$ cat config.mk
export PLATFORM = sky130hd
export DESIGN_NAME = tdsh_queue
export DESIGN_NICKNAME = d
export VERILOG_FILES = /design/src/rtl/tdsh_pkg.sv /design/src/rtl/tdsh_queue.sv
export VERILOG_INCLUDE_DIRS = /design/src /design/src/rtl
export SDC_FILE = /design/constraint.sdc
export NUM_CORES = 1
export LEC_CHECK = 0
export ABC_AREA = 1
export BUFFER_PORTS_ARGS = -buffer_cell sky130_fd_sc_hd__buf_4
export CAP_MARGIN = 20
export CORE_AREA = 3 3 97 99
export DETAILED_ROUTE_END_ITERATION = 6
export DIE_AREA = 0 0 100 102
export PLACE_DENSITY = 0.68
export SYNTH_ARGS = -nofsm -noshare
export SYNTH_HDL_FRONTEND = slang
export SYNTH_SLANG_ARGS = --single-unit
export TNS_END_PERCENT = 5
$ cat constraint.sdc
create_clock -name clk -period 8.97 [get_ports clk]
set_clock_uncertainty 0.2 [all_clocks]
set_input_delay 0.897 -clock clk [delete_from_list [all_inputs] [get_ports clk]]
set_output_delay 0.897 -clock clk [all_outputs]
set_load 0.03 [all_outputs]
$ cat src/rtl/assert_macros.svh
// assertion helpers shared by the rtl
`ifndef ASSERT_MACROS_SVH
`define ASSERT_MACROS_SVH

// checked on every clock edge outside reset
`define ASSERT_CLK(label, clk, rst, prop, msg) \
  label: assert property (@(posedge clk) disable iff (rst) (prop)) else $error(msg);

// checked on every clock edge, reset included
`define ASSERT_ALWAYS(label, clk, prop, msg) \
  label: assert property (@(posedge clk) (prop)) else $error(msg);

`endif

$ cat src/rtl/tdsh_pkg.sv
package tdsh_pkg;

  localparam int unsigned ROW_WORDS  = 256;
  localparam int unsigned TABLE_ROWS = 5;

  // generator: s = (s * 125 + 3) mod 0x2AAAAB
  localparam logic [21:0] LCG_SEED = 22'h100001;
  localparam logic [21:0] LCG_MOD  = 22'h2AAAAB;
  localparam logic [23:0] LCG_MOD1 = 24'h2AAAAB;
  localparam logic [23:0] LCG_MOD2 = 24'h555556;
  localparam logic [23:0] LCG_INC  = 24'd3;
  // bits of 125 msb first, one per horner step; step 7 adds the increment
  localparam logic [7:0]  LCG_MULT_BITS = 8'h5F;
  localparam logic [2:0]  LCG_LAST_STEP = 3'd7;

  localparam logic [31:0] SEED_ONE_START = 32'h7FED7FED;
  localparam logic [31:0] SEED_TWO_START = 32'hEEEEEEEE;
  localparam logic [31:0] SEED_TWO_INC   = 32'd3;

  localparam logic [7:0] CHAR_END     = 8'h00;
  localparam logic [7:0] CHAR_LOWER_A = 8'h61;
  localparam logic [7:0] CHAR_LOWER_Z = 8'h7A;
  localparam logic [7:0] CHAR_FOLD    = 8'h20;

  typedef struct packed {
    logic        we;
    logic [2:0]  row;
    logic [7:0]  col;
    logic [31:0] data;
  } fill_wr_t;

  typedef struct packed {
    logic        term;
    logic [7:0]  char_up;
    logic [31:0] word;
  } hash_item_t;

endpackage

$ cat src/rtl/tdsh_queue.sv
`include "assert_macros.svh"

module tdsh_queue (
  input  logic                 clk,
  input  logic                 rst,
  input  logic                 push_valid,
  output logic                 push_ready,
  input  tdsh_pkg::hash_item_t push_item,
  output logic                 pop_valid,
  input  logic                 pop_ready,
  output tdsh_pkg::hash_item_t pop_item
);
  import tdsh_pkg::*;

  hash_item_t  entries [2];
  logic        wr_ptr;
  logic        rd_ptr;
  logic [1:0]  count;
  logic        push;
  logic        pop;

  assign push_ready = (count != 2'd2);
  assign pop_valid  = (count != 2'd0);
  assign push       = push_valid && push_ready;
  assign pop        = pop_valid && pop_ready;
  assign pop_item   = entries[rd_ptr];

  always_ff @(posedge clk) begin
    if (rst) begin
      wr_ptr <= 1'b0;
      rd_ptr <= 1'b0;
      count  <= '0;
    end else begin
      if (push) begin
        wr_ptr <= !wr_ptr;
      end
      if (pop) begin
        rd_ptr <= !rd_ptr;
      end
      count <= count + {1'b0, push} - {1'b0, pop};
    end
  end

  always_ff @(posedge clk) begin
    if (push) begin
      entries[wr_ptr] <= push_item;
    end
  end

  `ASSERT_CLK(a_count_bound, clk, rst, count != 2'd3, "queue count out of range")
  `ASSERT_CLK(a_ptr_count, clk, rst, (count == 2'd1) |-> (wr_ptr != rd_ptr),
    "queue pointers disagree with count")

endmodule

# Yosys cells after proc, flatten, opt, wreduce, memory -nomap -nowiden
# Memory sizes are Yosys's and may differ from the RTL's. A register that Yosys moved wholly into a read port is not among the register bits.
# Index checks and enable logic that the tools add are counted.
[word_totals]
regBits = 4
latchBits = 0
ram_bits = 82
mem_bits_ro = 0
in_bits = 45
out_inout_bits = 43
wordCells = 16
mem_count = 1
[op_classes]
add_sub_neg = 2
mul = 0
div_mod_pow = 0
magnitude_cmp = 0
eq_ne = 1
n_shift = 0
mux = 4
bitwise = 0
n_reduce_logical = 5
[memory_table]
columns = ["name", "words", "word_bits", "rd", "rd_ports_with_merged_regs", "wr", "line_no", "rtl"]
rows = [
  ["entries", 2, 41, 1, 1, 1, "tdsh_queue.sv:15", "hash_item_t entries [2];"],
]
[op_table]
columns = ["operator", "count"]
rows = [
  ["1-bit two-way mux", 4],
  ["2-bit by 1-bit adder with 2-bit output", 1],
  ["1-bit logical AND", 2],
  ["1-bit logical NOT", 2],
  ["2-bit != test (second input constant)", 1],
  ["2-bit nonzero test", 1],
  ["2-bit by 1-bit subtractor with 2-bit output", 1],
]

# Longest topological paths before layout
[logic_depth]
word_depth = 4
ltp_mapped = 11
depth_no_buf = 11

# Least setup slack after synthesis
# Ideal clock, no wire load.
[synth_timing]
kind = "input port to flip-flop"
start = "input push_valid"
end = "memory entries[1][0] in the netlist's numbering (enable)"
setup_ns = 0.441
t_arrival_ns = 2.746
required_time_ns = 8.329
path_slack_ns = 5.583
path_stages = 2
n_path_buf = 0
cell_sequence = "nand2_2 > nor2_1"
[synth_via]
elab_chain_cells = 3
[synth_lines]
columns = ["item", "line_no", "rtl"]
rows = [
  ["start: declaration", "tdsh_queue.sv:6", "input logic push_valid,"],
  ["1-bit logical AND", "tdsh_queue.sv:24", "assign push = push_valid && push_ready;"],
  ["1-bit two-way mux", "tdsh_queue.sv:45", "if (push) begin"],
  ["1-bit two-way mux (not written as such)", "tdsh_queue.sv:46", "entries[wr_ptr] <= push_item;"],
  ["end: declaration", "tdsh_queue.sv:15", ""],
]
# Every way passes these cells.

==> qor.yml <==
cells_and_area:
  diodes: 0
  drive_gt1_frac: 0.5774
  regArea_sq_um: 2564
  finalNonFillerCells: 373
  area.growth.synth_to_final_pct: 26.62
  nFillCells: 743
  multi_input_area_sq_um: 739.5
  nNetsFinal: 306
logic_synthesis:
  synth_edf_count: 82
  seq_area_frac_synth: 0.7518
  netlist.top_cell.by_area: "edfxtp_1"
  synth_top_area_share: 0.7225
  netlist_instances: 164
  synth-async-reset-ratio: 0
  yosysMostFrequentCell: "edfxtp_1"
  syn_area_sq_um: 3408
  syn-num-nets: 210
  synth_cell_types: 16
  synthTopCellsByArea: "edfxtp_1 72%, mux2_4 18%, dfxtp_1 2.9%, buf_12 2.3%, inv_1 0.88%"
  ys_warn_count: 0
  syn_avg_cell_area_sq_um: 20.78
  ys_seq_elements: 87
  yosys-top-cells-count: "82 x edfxtp_1, 40 x mux2_4, 8 x inv_1, 8 x nor2_1, 6 x nand2_1"
  synth-main-ff-cell: "edfxtp_1"
sta:
  tightestPinTransition_ns: 0.6740
  finalMaxSlewViolations: 0
  setup_slack_ns: 5.741
  period_needed_ns: 3.229
  grt_setup_unrepaired: "false"
  finalSetupViolCount: 0
  final.period_utilization: 0.3600
  hold_violations: 0
  tns_ns: 0
  fmax_ghz: 0.3097
  relSlewSlack: 0.5496
critical_path:
  cp_max_fo: 25
  path_class: "reg2out"
  reg2reg_depth: 5
  timing.rr.end: "entries[1][3]$_DFFE_PP_"
  critical_path_arrival_ns: 2.13
  worst_setup_path_end_kind: "output port"
  start_kind: "flip-flop"
  crit_required_ns: 7.87
  timing.rr.start: "count[0]$_SDFF_PP0_"
  ff2ff_setup_slack_ns: 6.83
power:
  power_w: 0.001220
  p_sw_w: 0.0004090
  ir_drop_uv: 152.0
  combPwrFrac: 0.359
  power_leakage_nw: 1.702
  power.clock.fraction: 0.194
  power.internal_w: 0.0008113
  cellPowerDensity_nw_per_um2: 282.8
  swShare: 0.3352
  seqPwrFrac: 0.447
clock_network:
  cts.sinks: 87
  clk_latency_ns: 0.34
  cts_made_buffers: 9
  cts_tree: "built"
  clkTransAtPathRegs_ns: 0.08
  cts-root-buf: "clkbuf_8"
  post_cts_buffers: 0
  cts.path.max_buffers: 2
  cts_hold_buf: 0
  htree_num_levels: 3
  ctsResizeCount: 0
route:
  antenna_left: 0
  drtIter0Drc: 42
  drt_first_pass_iters: 4
  via_per_inst: 4.534
  wl_per_cell_um: 14.87
  num_vias: 1691
  drt_wl_total_um: 5548
  drc: 0
job:
  max-cap-violations: 0
global_route:
  grt_pass1_wl_um: 8507
  track_usage: 0.1127
  antenna_found_initial: 0
  grt_pass1_vias: 1744
  grt_max_degree: 42
  overflow: 0
placement:
  hpwlAfterDp_um: 3715
  placed_cells_incl_taps: 357
  io_buffers: 87
  place.gp.congestion: 0.7234
  pre_cts_ws_ns: 6.039
worst_hold_path:
  hold-path-cell-count: 2
  hold_class: "reg2reg"
  hp-start: "rd_ptr$_SDFFE_PP0P_"
floorplan:
  die_x_um: 100
  start_util: 0.3947
  die_y_um: 102
  placementRows: 34
  pin_count: 88
  core_sq_um: 8636
  dieArea_sq_um: 10200
status:
  status: "finished clean"
-- stage by stage --
stage | area (sq um) | hold slack, ns | util
2_1_floorplan | 3408 | 0.2669 | -
3_3_place_gp | 4144 | 0.2790 | 0.4799
3_5_place_dp | 4144 | 0.2885 | 0.4799
4_1_cts | 4315 | 0.3189 | 0.4997
5_1_grt | 4315 | 0.3624 | 0.4997
6_report | 4315 | 0.3181 | 0.4997
-- worst max-delay path: stages (launching register included) --
cell	delay, ns
dfxtp_2	0.71
buf_4	0.51
mux2_2	0.40
buf_4	0.17
-- layout make-up --
| cell class | count | area share |
|---|---|---|
| timing repair buffer | 90 | 0.1566 |
| inverter | 8 | 0.006959 |
| clock buffer | 9 | 0.02870 |
| tap | 108 | 0.03131 |
| multi-input combinational | 64 | 0.1714 |
| clock inverter | 7 | 0.01102 |
| sequential | 87 | 0.5941 |
-- flip-flops by register name, summed over array words and instances, names as in the netlist, named ones only --
| name | cells |
|---|---|
| count | 2 |
| entries | 82 |
| rd_ptr | 1 |
| wr_ptr | 1 |
-- cells by family (layout without fill, tap and decap cells) --
family / count (synthesis) / after routing / share of synthesized area
xor+xnor: 1 / 1 / 0.002570
flops: 87 / 87 / 0.7518
mux: 41 / 41 / 0.1795
simple gates: 19 / 19 / 0.02386
fa+ha+maj: 1 / 1 / 0.003670
buf+inv: 13 / 114 / 0.03561
compound gates: 2 / 2 / 0.002937
-- per-layer routing --
layer,up-vias,share of wire,track usage
li1,805,-,-
met1,817,0.40,0.1297
met2,59,0.51,0.1878
met3,10,0.072,0.03549
met4,0,0.018,0.06321
met5,-,0,0
-- placed cells by master (no fill, tap or decap), types with 3 or more instances in the layout --
cell / instances
buf_4: 90
clkbuf_8: 9
clkinv_2: 3
inv_1: 8
nor2_1: 6
nand2_1: 6
dfxtp_1: 4
edfxtp_1: 82
mux2_4: 40
-- power groups by stage --
stage	Sequential, W	Clock (W)	Combinational [W]
detailed placement	0.000557	0	0.000444
CTS	0.000548	0.000246	0.000445
finish	0.000546	0.000237	0.000437
global placement	0.000554	0	0.000439
floorplan	0.000541	0	0.000338
global route	0.000554	0.000268	0.000465
-- worst max-delay path by stage --
stage | from | to | slack (ns) | cells after the start
6_report | flip-flop | pop_item[40] | 5.74 | 3
5_1_grt | flip-flop | pop_item[40] | 5.58 | 3
4_1_cts | flip-flop | pop_item[40] | 5.65 | 3
3_5_place_dp | flip-flop | pop_item[40] | 6.04 | 3
3_3_place_gp | flip-flop | pop_item[40] | 6.07 | 3
2_1_floorplan | push_valid | entries[1][0]$_DFFE_PP_ | 5.58 | 2
(Power assumes the default switching activity.)
