`src/rtl/assert_macros.svh`:
```
// assertion helpers shared by the rtl
`ifndef ASSERT_MACROS_SVH
`define ASSERT_MACROS_SVH

// checked on every clock edge outside reset
`define ASSERT_CLK(label, clk, rst, prop, msg) \
  label: assert property (@(posedge clk) disable iff (rst) (prop)) else $error(msg);

// checked on every clock edge, reset included
`define ASSERT_ALWAYS(label, clk, prop, msg) \
  label: assert property (@(posedge clk) (prop)) else $error(msg);

`endif

```
`src/rtl/tdsh_pkg.sv`:
```
package tdsh_pkg;

  localparam int unsigned ROW_WORDS  = 256;
  localparam int unsigned TABLE_ROWS = 5;

  // generator: s = (s * 125 + 3) mod 0x2AAAAB
  localparam logic [21:0] LCG_SEED = 22'h100001;
  localparam logic [21:0] LCG_MOD  = 22'h2AAAAB;
  localparam logic [23:0] LCG_MOD1 = 24'h2AAAAB;
  localparam logic [23:0] LCG_MOD2 = 24'h555556;
  localparam logic [23:0] LCG_INC  = 24'd3;
  // bits of 125 msb first, one per horner step; step 7 adds the increment
  localparam logic [7:0]  LCG_MULT_BITS = 8'h5F;
  localparam logic [2:0]  LCG_LAST_STEP = 3'd7;

  localparam logic [31:0] SEED_ONE_START = 32'h7FED7FED;
  localparam logic [31:0] SEED_TWO_START = 32'hEEEEEEEE;
  localparam logic [31:0] SEED_TWO_INC   = 32'd3;

  localparam logic [7:0] CHAR_END     = 8'h00;
  localparam logic [7:0] CHAR_LOWER_A = 8'h61;
  localparam logic [7:0] CHAR_LOWER_Z = 8'h7A;
  localparam logic [7:0] CHAR_FOLD    = 8'h20;

  typedef struct packed {
    logic        we;
    logic [2:0]  row;
    logic [7:0]  col;
    logic [31:0] data;
  } fill_wr_t;

  typedef struct packed {
    logic        term;
    logic [7:0]  char_up;
    logic [31:0] word;
  } hash_item_t;

endpackage

```
`src/rtl/tdsh_fill.sv`:
```
`include "assert_macros.svh"

module tdsh_fill #(
  parameter int unsigned HASH_TYPES = 5
) (
  input  logic              clk,
  input  logic              rst,
  output tdsh_pkg::fill_wr_t wr,
  output logic              done
);
  import tdsh_pkg::*;

  localparam logic [2:0] ROW_LIMIT = 3'(HASH_TYPES);

  logic [21:0] s;
  logic [21:0] x;
  logic [2:0]  k;
  logic        half;
  logic [15:0] hi;
  logic [2:0]  row;
  logic [7:0]  col;

  logic [21:0] x_base;
  logic [23:0] t;
  logic [23:0] t_red;
  logic [21:0] x_next;

  // one horner step of s * 125 per cycle, then the increment
  always_comb begin
    x_base = (k == 3'd0) ? '0 : x;
    if (k == LCG_LAST_STEP) begin
      t = {2'b00, x} + LCG_INC;
    end else begin
      t = {1'b0, x_base, 1'b0} + (LCG_MULT_BITS[k] ? {2'b00, s} : 24'd0);
    end
    if (t >= LCG_MOD2) begin
      t_red = t - LCG_MOD2;
    end else if (t >= LCG_MOD1) begin
      t_red = t - LCG_MOD1;
    end else begin
      t_red = t;
    end
    x_next = t_red[21:0];
  end

  always_ff @(posedge clk) begin
    if (rst) begin
      s    <= LCG_SEED;
      k    <= '0;
      half <= 1'b0;
      row  <= '0;
      col  <= '0;
      done <= 1'b0;
    end else if (!done) begin
      k <= k + 3'd1;
      if (k != LCG_LAST_STEP) begin
        x <= x_next;
      end else begin
        s <= x_next;
        if (!half) begin
          hi   <= x_next[15:0];
          half <= 1'b1;
        end else begin
          half <= 1'b0;
          if (row == 3'(TABLE_ROWS - 1)) begin
            row <= '0;
            col <= col + 8'd1;
            if (col == 8'hFF) begin
              done <= 1'b1;
            end
          end else begin
            row <= row + 3'd1;
          end
        end
      end
    end
  end

  always_comb begin
    wr.we   = !done && (k == LCG_LAST_STEP) && half && (row < ROW_LIMIT);
    wr.row  = row;
    wr.col  = col;
    wr.data = {hi, x_next[15:0]};
  end

  `ASSERT_CLK(a_done_sticks, clk, rst, done |=> done, "fill done dropped")
  `ASSERT_CLK(a_no_write_after_done, clk, rst, done |-> !wr.we, "table written after fill")

endmodule

```
`config.mk`:
```
export PLATFORM = sky130hd
export DESIGN_NAME = tdsh_fill
export DESIGN_NICKNAME = d
export VERILOG_FILES = /design/src/rtl/tdsh_pkg.sv /design/src/rtl/tdsh_fill.sv
export VERILOG_INCLUDE_DIRS = /design/src /design/src/rtl
export SDC_FILE = /design/constraint.sdc
export NUM_CORES = 1
export LEC_CHECK = 0
export BUFFER_PORTS_ARGS = -buffer_cell sky130_fd_sc_hd__buf_2
export CAP_MARGIN = 20
export CORE_ASPECT_RATIO = 0.75
export CORE_MARGIN = 2
export CORE_UTILIZATION = 45
export DETAILED_ROUTE_END_ITERATION = 8
export HOLD_SLACK_MARGIN = 0.15
export PLACE_DENSITY = 0.71
export SLEW_MARGIN = 20
export SYNTH_ARGS = -nofsm -noshare
export SYNTH_HDL_FRONTEND = slang
export SYNTH_SLANG_ARGS = --single-unit
```
`constraint.sdc`:
```
create_clock -name clk -period 5.3 [get_ports clk]
set_input_delay 0.53 -clock clk [delete_from_list [all_inputs] [get_ports clk]]
set_output_delay 0.53 -clock clk [all_outputs]
set_load 0.005 [all_outputs]
```
# After elaboration in Yosys (flattened, before gate mapping)
# Memories as Yosys holds them, arrays and structs flattened. A register that Yosys moved wholly into a read port is not among the register bits.
# Index checks and enable logic that the tools add are counted.
word_totals:
  inputBits: 2
  regBits: 76
  memories: 1
  output_inout_bits: 45
  rom_bits: 8
  elab_cells: 53
op_classes:
  n_addsub: 7
  n_eq_ne: 4
  reduce_logical: 10
  n_bitwise: 4
  muxes: 15
  order_cmp: 4
mem_list:
  columns: ["name", "words", "width", "rd", "rd_clocked_by_memory_dff", "write_ports", "line_no", "text"]
  rows:
  - ["(no name shown)", 8, 1, 1, 1, 0, "tdsh_fill.sv:34", "t = {1'b0, x_base, 1'b0} + (LCG_MULT_BITS[k] ? {2'b00, s} : 24'd0);"]
ops:
  columns: ["op", "n"]
  rows:
  - ["two-way mux 22 bit", 4]
  - ["adder 23 x 22 -> 24 bit", 1]
  - ["greater-or-equal comparator 24 x 22 -> 1 bit, second input constant", 1]
  - ["greater-or-equal comparator 24 x 23 -> 1 bit, second input constant", 1]
  - ["two-way mux 24 bit", 1]
  - ["adder 22 x 2 -> 23 bit, second input constant", 1]
  - ["subtractor 22 x 21 -> 22 bit, second input constant", 1]
  - ["subtractor 22 bit, second input constant", 1]
  - ["two-way mux 3 bit", 3]
  - ["adder 8 x 1 -> 8 bit, second input constant", 1]
  - ["== test 8 bit, second input constant", 1]
  - ["AND reduction 4 bit", 2]
  - ["two-way mux 1 bit", 7]
  - ["adder 3 x 1 -> 3 bit, second input constant", 2]
  - ["== test 3 bit, second input constant", 2]
  - ["AND reduction 3 bit", 2]
  - ["< comparator 3 x 4 -> 1 bit, second input constant", 1]
  - ["inverter 1 bit", 4]
  - ["logical AND 1 bit", 3]
  - ["zero test 3 bit", 1]
  - ["< comparator 3 bit, second input constant", 1]
  - ["!= test 3 bit, second input constant", 1]
  - ["AND reduction 2 bit", 1]
  - ["zero test 1 bit", 1]

# Logic depth before layout (Yosys ltp)
# Gate-level depths: netlist of run 1.
logic_depth:
  word_depth: 8
  ltp_mapped: 23
  mapped_depth_nobuf: 21

# Worst setup path after synthesis of run 1
# No wires, ideal clock.
synth_timing:
  path_kind: "reg2out"
  start: "register k[0]"
  end: "output port wr[5] (netlist name)"
  arrival_ns: 4.367
  path_slack_ns: 0.403
  stages_incl_launch_ff: 23
  cell_sequence: "dfxtp_1 inv_1 ha_1 nand2b_1 clkbuf_1 and2_1 ha_1 inv_1 fa_1 nor2b_4 o31a_2 o211ai_1 a21o_1 o311a_1 mux2_4 or3_4 a31oi_1 nor2_1 buf_4 o21ai_0 nand2_1 xor2_1 buf_4"
synth_via:
  elab_chain_len: 7
synth_rtl:
  columns: ["item", "line_no", "text"]
  rows:
  - ["start: declaration", "tdsh_fill.sv:17", "logic [2:0] k;"]
  - ["start signal: assignment", "tdsh_fill.sv:55", "k <= k + 3'd1;"]
  - ["zero test 3 bit", "tdsh_fill.sv:30", "x_base = (k == 3'd0) ? '0 : x;"]
  - ["two-way mux 22 bit", "tdsh_fill.sv:30", null]
  - ["adder 23 x 22 -> 24 bit", "tdsh_fill.sv:34", null]
  - ["two-way mux 24 bit (*)", "tdsh_fill.sv:31", "if (k == LCG_LAST_STEP) begin"]
  - ["subtractor 22 bit or greater-or-equal comparator 24 x 22 -> 1 bit (tied branches)", "tdsh_fill.sv:39, tdsh_fill.sv:38", null]
  - ["two-way mux 22 bit", "tdsh_fill.sv:38", "end else if (t >= LCG_MOD1) begin"]
  - ["two-way mux 22 bit (*)", "tdsh_fill.sv:36", "if (t >= LCG_MOD2) begin"]
  - ["end: declaration", "tdsh_fill.sv:8", "output tdsh_pkg::fill_wr_t wr,"]
# Mark *: on every way between the ends. The rest lies on a longest branch, timed or not.

==> qor_table.md, run 1 <==
| Metric | This run |
|---|---|
| Total power per unit cell area | 540 mW/mm^2 |
| Global router's overall resource usage | 0.258 |
| Number of unique standard cell types used by synthesis | 91 |
| Number of register bits inferred by synthesis | 77 |
| Arrival time at the worst endpoint | 4.72 ns |
| Via count of the first global-routing pass | 6,051 |
| Share of the synthesized area in the top cell type | 0.164 |
| Cell area reported after detailed placement | 0.00751 sq mm |
| Tot Pwr | 4.69 mW |
| Layout cells sized above 1 | 0.285 |
| Clk pwr share | 0.128 |
| Share of the yosys chip area belonging to registers | 0.276 |
| Number of hold buffers added after cts | 0 |
| Clock slew seen by the registers of the worst setup and hold paths | 0.06 ns |
| Met2 track utilization from global routing | 0.336 |
| Share of flip-flops with an asynchronous set or reset | 0 |
| Global-route met3 utilization | 0.0799 |
| Final TNS setup | 0 ns |
| CTS tree | yes |
| Tightest Pin Transition | 0.895 ns |
| Category of the worst setup path launch point | register |
| Cell area after technology mapping | 0.00697 sq mm |
| Width of the die | 148 um |
| Initial core utilization | 0.459 |
| Final hold violations | 0 |
| Remaining design rule violation count | 0 |
| Area added between synthesis and finish | 24.7% |
| Antenna violations before repair | 0 |
| First-pass GRT wire length | 33.4 mm |
| Fin cells | 1,144 |
| Maximum root-to-sink buffer count | 2 |
| Synthesized instance count | 855 |
| Avg Synthesized Cell Area | 8.15 sq um |
| Leading cell types by count after synthesis | nor2_1 (81), nand2_1 (52), o21ai_0 (49), and2_1 (48), a21oi_1 (47) |
| Outcome | completed |
| WL per Instance | 20.0 um |
| Global routing's busiest layer | met1 |
| Cell internal pwr | 2.61 mW |
| Clk_skew | 0.00684 ns |
| Area of all placed cells without fillers | 0.00869 sq mm |
| Largest fanout on the critical path | 6 |
| Placeable Area | 0.0152 sq mm |
| Pin count of the biggest net entering global routing | 45 |
| Top cells by area in the synthesized netlist | edfxtp_1 (16%), dfxtp_1 (11%), ha_1 (5.7%) |
| Routed wire length | 22.9 mm |
| Antenna diode count | 0 |
| CTS Sinks | 77 |
| Clock Latency Late Sink | 0.34 ns |
| Number of iterations in the first detailed-routing pass | 5 |
| Post-route ant nets | 0 |
| Synthesized Nets | 890 |
| Final weighted congestion of routability-driven global placement | 0.971 |
| Cell leakage power | 3.42 nW |
| Most instantiated library cell after synthesis | nor2_1 |
| Combinational group share of total power | 0.655 |
| Sw Ratio | 0.443 |
| Worst hold-check path type | register to register |
| Setup Viol. Count Final | 0 |
| Final cycle utilization of the critical path | 0.990 |
| Number of nets in the finished design | 969 |
| Headroom to the max-slew limit | 0.403 |
| Detailed-route via count | 7,176 |
| Peak ir drop on the vdd network | 540 uV |
| Number of placed instances with taps included | 1,089 |
| Number of I/O port buffers | 46 |
| Total count of max-transition violations in the final report | 0 |
| Die Footprint | 0.0165 sq mm |
| Synth area leader | edfxtp_1 |
| Sum of overflow across all layers after global routing | 0 |
| Number of synthesized flops with an enable pin | 38 |
| Critical Path Sink Type | output pin |
| Worst Setup Slack, final | 0.0527 ns |
| Maximum frequency from static timing analysis | 191 MHz |
| Final period demand of the worst path | 5.25 ns |
| Number of max-cap violations | 0 |
| P_sw | 2.08 mW |
| Root buffer cell | clkbuf_16 |
| GRT met1 Usage | 0.401 |
| Category of the most critical setup path | register to output pin |
| Y dimension of the die | 112 um |
| Detail Placement HPWL | 16.3 mm |
| Row count | 39 |
| Share of total power in sequential cells | 0.217 |
| Placement Setup Slack | -0.0116 ns |
| Leading register cell type out of synthesis | dfxtp_1 |
| Required time of the worst setup path | 4.77 ns |
| Number of CTS-inserted buffers | 9 |
| Number of warnings issued by yosys | 0 |
| Vias per cell | 6.27 |
| H-tree depth reported by CTS | 3 |
| Initial drt markers | 766 |
| I/O pin count | 47 |
-- repair_timing --
action | in CTS | in global routing
pin swaps | 7 | 36
buffers inserted | 5 | 31
setup endpoints to repair | 16 | 16
gates cloned | 0 | 3
gates resized for setup | 20 | 88
-- kinds of logic (layout without fill, tap and decap cells) --
kind of cell / after synthesis / after routing / synth area share
mux: 13 / 13 / 0.0197
simple gates: 325 / 325 / 0.247
xor+xnor: 54 / 54 / 0.0679
flops: 77 / 77 / 0.276
compound gates: 258 / 258 / 0.265
fa+ha+maj: 33 / 33 / 0.0603
buf+inv: 95 / 179 / 0.0648
-- placed cells by master, fill, tap and decap left out, types with 8 or more instances in the layout --
master,n
buf_4,79
nor2_1,77
nand2_1,49
and2_1,47
buf_2,46
a21oi_1,43
o21ai_0,42
edfxtp_1,38
dfxtp_1,36
nand3_1,28
inv_1,26
xnor2_1,25
nand4_1,19
xor2_1,19
ha_1,17
nor3_1,16
a31oi_1,16
a21o_1,14
o211ai_1,13
clkbuf_16,13
and3_1,11
o21a_1,11
ha_2,10
nand2b_1,8
mux2i_1,8
-- worst max-delay path: stages, from the launching register on --
cell	delay (ns)
dfxtp_2	0.34
inv_2	0.04
ha_4	0.15
nand2b_4	0.12
buf_12	0.13
and2_1	0.19
ha_4	0.24
and3_1	0.17
or2_1	0.24
buf_4	0.16
or3_4	0.37
a31oi_4	0.26
nor2_1	0.08
o31a_1	0.32
o2111a_2	0.29
o211ai_4	0.25
a22oi_2	0.12
buf_4	0.18
clkbuf_16	0.14
a21o_2	0.21
xnor2_2	0.21
buf_2	0.15
-- final timing paths --
check,slack (ns),start,depth (start not counted),endpoint
setup reg to reg,0.63,k[0],21,x[19]
hold reg to reg,0.47,s[18],2,s[18]
setup / recovery,0.05,k[0],21,wr[11]
hold / removal,0.47,s[18],2,s[18]
-- per-stage QoR --
step	hold WS, ns	utilization
global placement	0.461	0.495
finish	0.474	0.573
global route	0.493	0.573
detailed placement	0.464	0.495
CTS	0.478	0.524
floorplan	0.438	-
-- flip-flops by register name (all words and copies together), names as in the netlist, named ones only --
register  flops
hi           16
col           8
done          1
half          1
x            22
k             3
row           3
s            22
-- power by group through the flow --
| stage | sequential, mW | clock [mW] | combinational (mW) |
|---|---|---|---|
| 3_3_place_gp | 1.01 | 0 | 2.26 |
| 4_1_cts | 1.00 | 0.609 | 2.44 |
| 6_report | 1.02 | 0.601 | 3.07 |
| 2_1_floorplan | 0.939 | 0 | 1.76 |
| 5_1_grt | 1.02 | 0.630 | 3.25 |
| 3_5_place_dp | 1.01 | 0 | 2.26 |
-- layer usage --
metal	wire [um]	vias to the layer above
li1	-	3332
met1	10200	3376
met2	9030	423
met3	3110	45
met4	546	0
met5	0	-
-- layout make-up --
cell class	instances	area [sq um]
Clock buffer	13	282
Sequential cell	77	1930
Timing Repair Buffer	133	985
Inverter	30	113
Fill cell	1342	6480
Clock inverter	3	16.3
Tap cell	205	256
Multi-Input combinational cell	683	5110
Note: power is estimated with default switching activity, not from simulation.
==> run 2: changes to the inputs <==
==> constraint.sdc (replaced) <==
create_clock -name clk -period 5.7 [get_ports clk]
set_input_delay 0.57 -clock clk [delete_from_list [all_inputs] [get_ports clk]]
set_output_delay 0.57 -clock clk [all_outputs]
set_load 0.005 [all_outputs]
==> run 2 against run 1 <==
Against the previous run:
- global-route usage grew 0.29 points
- clock power shrank 11%
- non-clock buffer count shrank 50
- worst setup slack gained 0.14 ns
- die area is the same
- worst hold slack gained 0.0016 ns
- clock skew shrank 0.00068 ns
- sequential cell count is the same
- sequential share of layout area grew 2.5 points
- cell count shrank 4.4%
- register-to-register slack gained 0.33 ns
- critical path type unchanged
- highest routed layer unchanged
==> qor_table.md, run 2 (synthesis results as in run 1) <==
| Metric | This run | Change |
|---|---|---|
| Outcome | completed |  |
| Total power per unit cell area | 484 mW/mm^2 | -10% |
| Die Footprint | 0.0165 sq mm | unchanged |
| Placeable Area | 0.0152 sq mm | unchanged |
| Fin cells | 1,094 | -4.4% |
| Number of max-cap violations | 0 | unchanged |
| Cell leakage power | 3.10 nW | -9.3% |
| Initial core utilization | 0.459 | unchanged |
| Global router's overall resource usage | 0.261 | +0.00287 |
| Arrival time at the worst endpoint | 4.94 ns | +0.22 ns |
| Number of iterations in the first detailed-routing pass | 6 | +1 |
| Headroom to the max-slew limit | 0.393 | -0.00972 |
| CTS Sinks | 77 | unchanged |
| Tightest Pin Transition | 0.910 ns | +0.0146 ns |
| Category of the worst setup path launch point | register |  |
| Vias per cell | 6.30 | +0.48% |
| Worst R2R End | x[19] |  |
| Detailed-route via count | 6,895 | -3.9% |
| Antenna diode count | 0 | unchanged |
| Root buffer cell | clkbuf_16 |  |
| Layout cells sized above 1 | 0.175 | -0.110 |
| I/O pin count | 47 | unchanged |
| Final weighted congestion of routability-driven global placement | 0.950 | -2.2% |
| H-tree depth reported by CTS | 3 | unchanged |
| Y dimension of the die | 112 um | unchanged |
| Clk_skew | 0.00616 ns | -0.000677 ns |
| Setup Viol. Count Final | 0 | unchanged |
| Worst hold-check path type | register to register |  |
| First-pass GRT wire length | 34.0 mm | +1.6% |
| Routed wire length | 21.9 mm | -4.6% |
| Cell area reported after detailed placement | 0.00739 sq mm | -1.6% |
| Worst hold slack | 0.476 ns | +0.00160 ns |
| Placement Setup Slack | 0.188 ns | +0.200 ns |
| Maximum root-to-sink buffer count | 2 | unchanged |
| Largest fanout on the critical path | 14 | +8 |
| Clock Latency Late Sink | 0.34 ns | about the same |
| Critical Path Sink Type | output pin |  |
| First element of the critical path | k[0] |  |
| Highest-count cells in the layout ignoring fill and taps | nor2_1 (79), nand2_1 (51), and2_1 (48) |  |
| R2r startpoint | k[0] |  |
| CTS tree | yes |  |
| Final cycle utilization of the critical path | 0.966 |  |
| Capture point of the critical path | wr[10] |  |
| WL per Instance | 20.0 um | -0.21% |
| Clock slew seen by the registers of the worst setup and hold paths | 0.06 ns | about the same |
| Area added between synthesis and finish | 11.7% |  |
| Post-route ant nets | 0 | unchanged |
| Commonest non-fill, non-tap cell in the layout | nor2_1 |  |
| Final hold violations | 0 | unchanged |
| Pin count of the biggest net entering global routing | 45 | unchanged |
| Number of I/O port buffers | 46 | unchanged |
| Number of nets in the finished design | 919 | -5.2% |
| Total count of max-transition violations in the final report | 0 | unchanged |
| Worst R2R Path Depth | 21 | unchanged |
| Sum of overflow across all layers after global routing | 0 | unchanged |
| Category of the most critical setup path | register to output pin |  |
| Area of all placed cells without fillers | 0.00779 sq mm | -10% |
| Filler Cell Count | 1,432 | +6.7% |
| Worst Setup Slack, final | 0.192 ns | +0.139 ns |
| Detail Placement HPWL | 16.4 mm | +0.49% |
| Largest registers ranked by flip-flop count | s x22, x x22, hi x16 |  |
| Utilization of the core after routing | 0.513 | -0.0597 |
| Maximum frequency from static timing analysis | 182 MHz |  |
| Required time of the worst setup path | 5.13 ns | +0.36 ns |
| Initial drt markers | 867 | +13% |
| Peak ir drop on the vdd network | 361 uV | -33% |
| Remaining design rule violation count | 0 | unchanged |
| Via count of the first global-routing pass | 6,232 | +3.0% |
| R2R setup slack | 0.96 ns | +0.33 ns |
| Antenna violations before repair | 0 | unchanged |
| Number of placed instances with taps included | 1,075 | -1.3% |
| Final period demand of the worst path | 5.51 ns |  |
| Number of CTS-inserted buffers | 9 | unchanged |
| Row count | 39 | unchanged |
| Width of the die | 148 um | unchanged |
-- run 2: cell types whose count changed in the layout (fill, tap and decap cells not counted), moves of 4 or more --
| cell | before | now |
|---|---|---|
| ha_4 | 5 | 0 |
| buf_4 | 79 | 36 |
| ha_1 | 17 | 31 |
| o21ai_2 | 4 | 0 |
| inv_1 | 26 | 30 |
| inv_2 | 4 | 0 |
| ha_2 | 10 | 1 |
| a211oi_1 | 6 | 10 |
| xnor2_1 | 25 | 29 |
| clkbuf_16 | 13 | 9 |
| a21oi_1 | 43 | 47 |
-- run 2: what timing repair did --
action                     4_1_cts  5_1_grt
cloned                           0        0
setup endpoints to repair        7       13
setup buffers                    2        1
pin swaps                        1        1
hold buffers                     0        0
resized for setup                3       21
-- run 2: layout make-up --
cell class | instances | area [sq um] | share of cell area
multi-input cells | 683 | 4710 | 0.604
flip-flops and latches | 77 | 1920 | 0.247
repair buffers | 83 | 512 | 0.0657
well taps | 205 | 256 | 0.0329
clock buffers | 11 | 243 | 0.0312
inverters | 30 | 113 | 0.0145
clock inverters | 5 | 33.8 | 0.00434
-- run 2: worst min path at each step --
stage               startpoint  cells past startpoint  endpoint
floorplan                 s[0]                      2      s[0]
global placement          s[4]                      2      s[4]
detailed placement        s[4]                      2      s[4]
CTS                       s[4]                      2      s[4]
global route             s[18]                      2     s[18]
finish                   s[18]                      2     s[18]
-- run 2: per-stage QoR --
step           power, mW  TNS [ns]
6_report            3.77         0
5_1_grt             3.96   -0.0335
4_1_cts             3.61         0
3_5_place_dp        3.03         0
3_3_place_gp        3.02         0
2_1_floorplan       2.51         0
-- run 2: critical path, cell delays in order (launching register included) --
cell and delay (ns):
dfxtp_1 0.33, inv_1 0.06, ha_1 0.20, nand2b_4 0.13, and2_1 0.19, ha_1 0.36, a211o_1 0.34, a211oi_1 0.25
nor2_1 0.16, a221oi_1 0.29, nand4_1 0.27, a41o_1 0.35, a311o_1 0.40, o211ai_2 0.27, nand2_2 0.19, inv_1 0.17
nor2_1 0.09, xnor2_1 0.36, buf_2 0.19
-- run 2: layer usage --
metal,global-route usage,share of wire
met1,0.395,0.47
met2,0.351,0.38
met3,0.0869,0.14
met4,0.0628,0.016
met5,0,0
-- run 2: power breakdown --
part | leakage [nW] | switching (mW) | internal, mW | total (mW)
clock | 0.140 | 0.227 | 0.308 | 0.535
combinational | 2.28 | 1.36 | 0.920 | 2.28
sequential | 0.677 | 0.163 | 0.791 | 0.954
total | 3.10 | 1.75 | 2.02 | 3.77
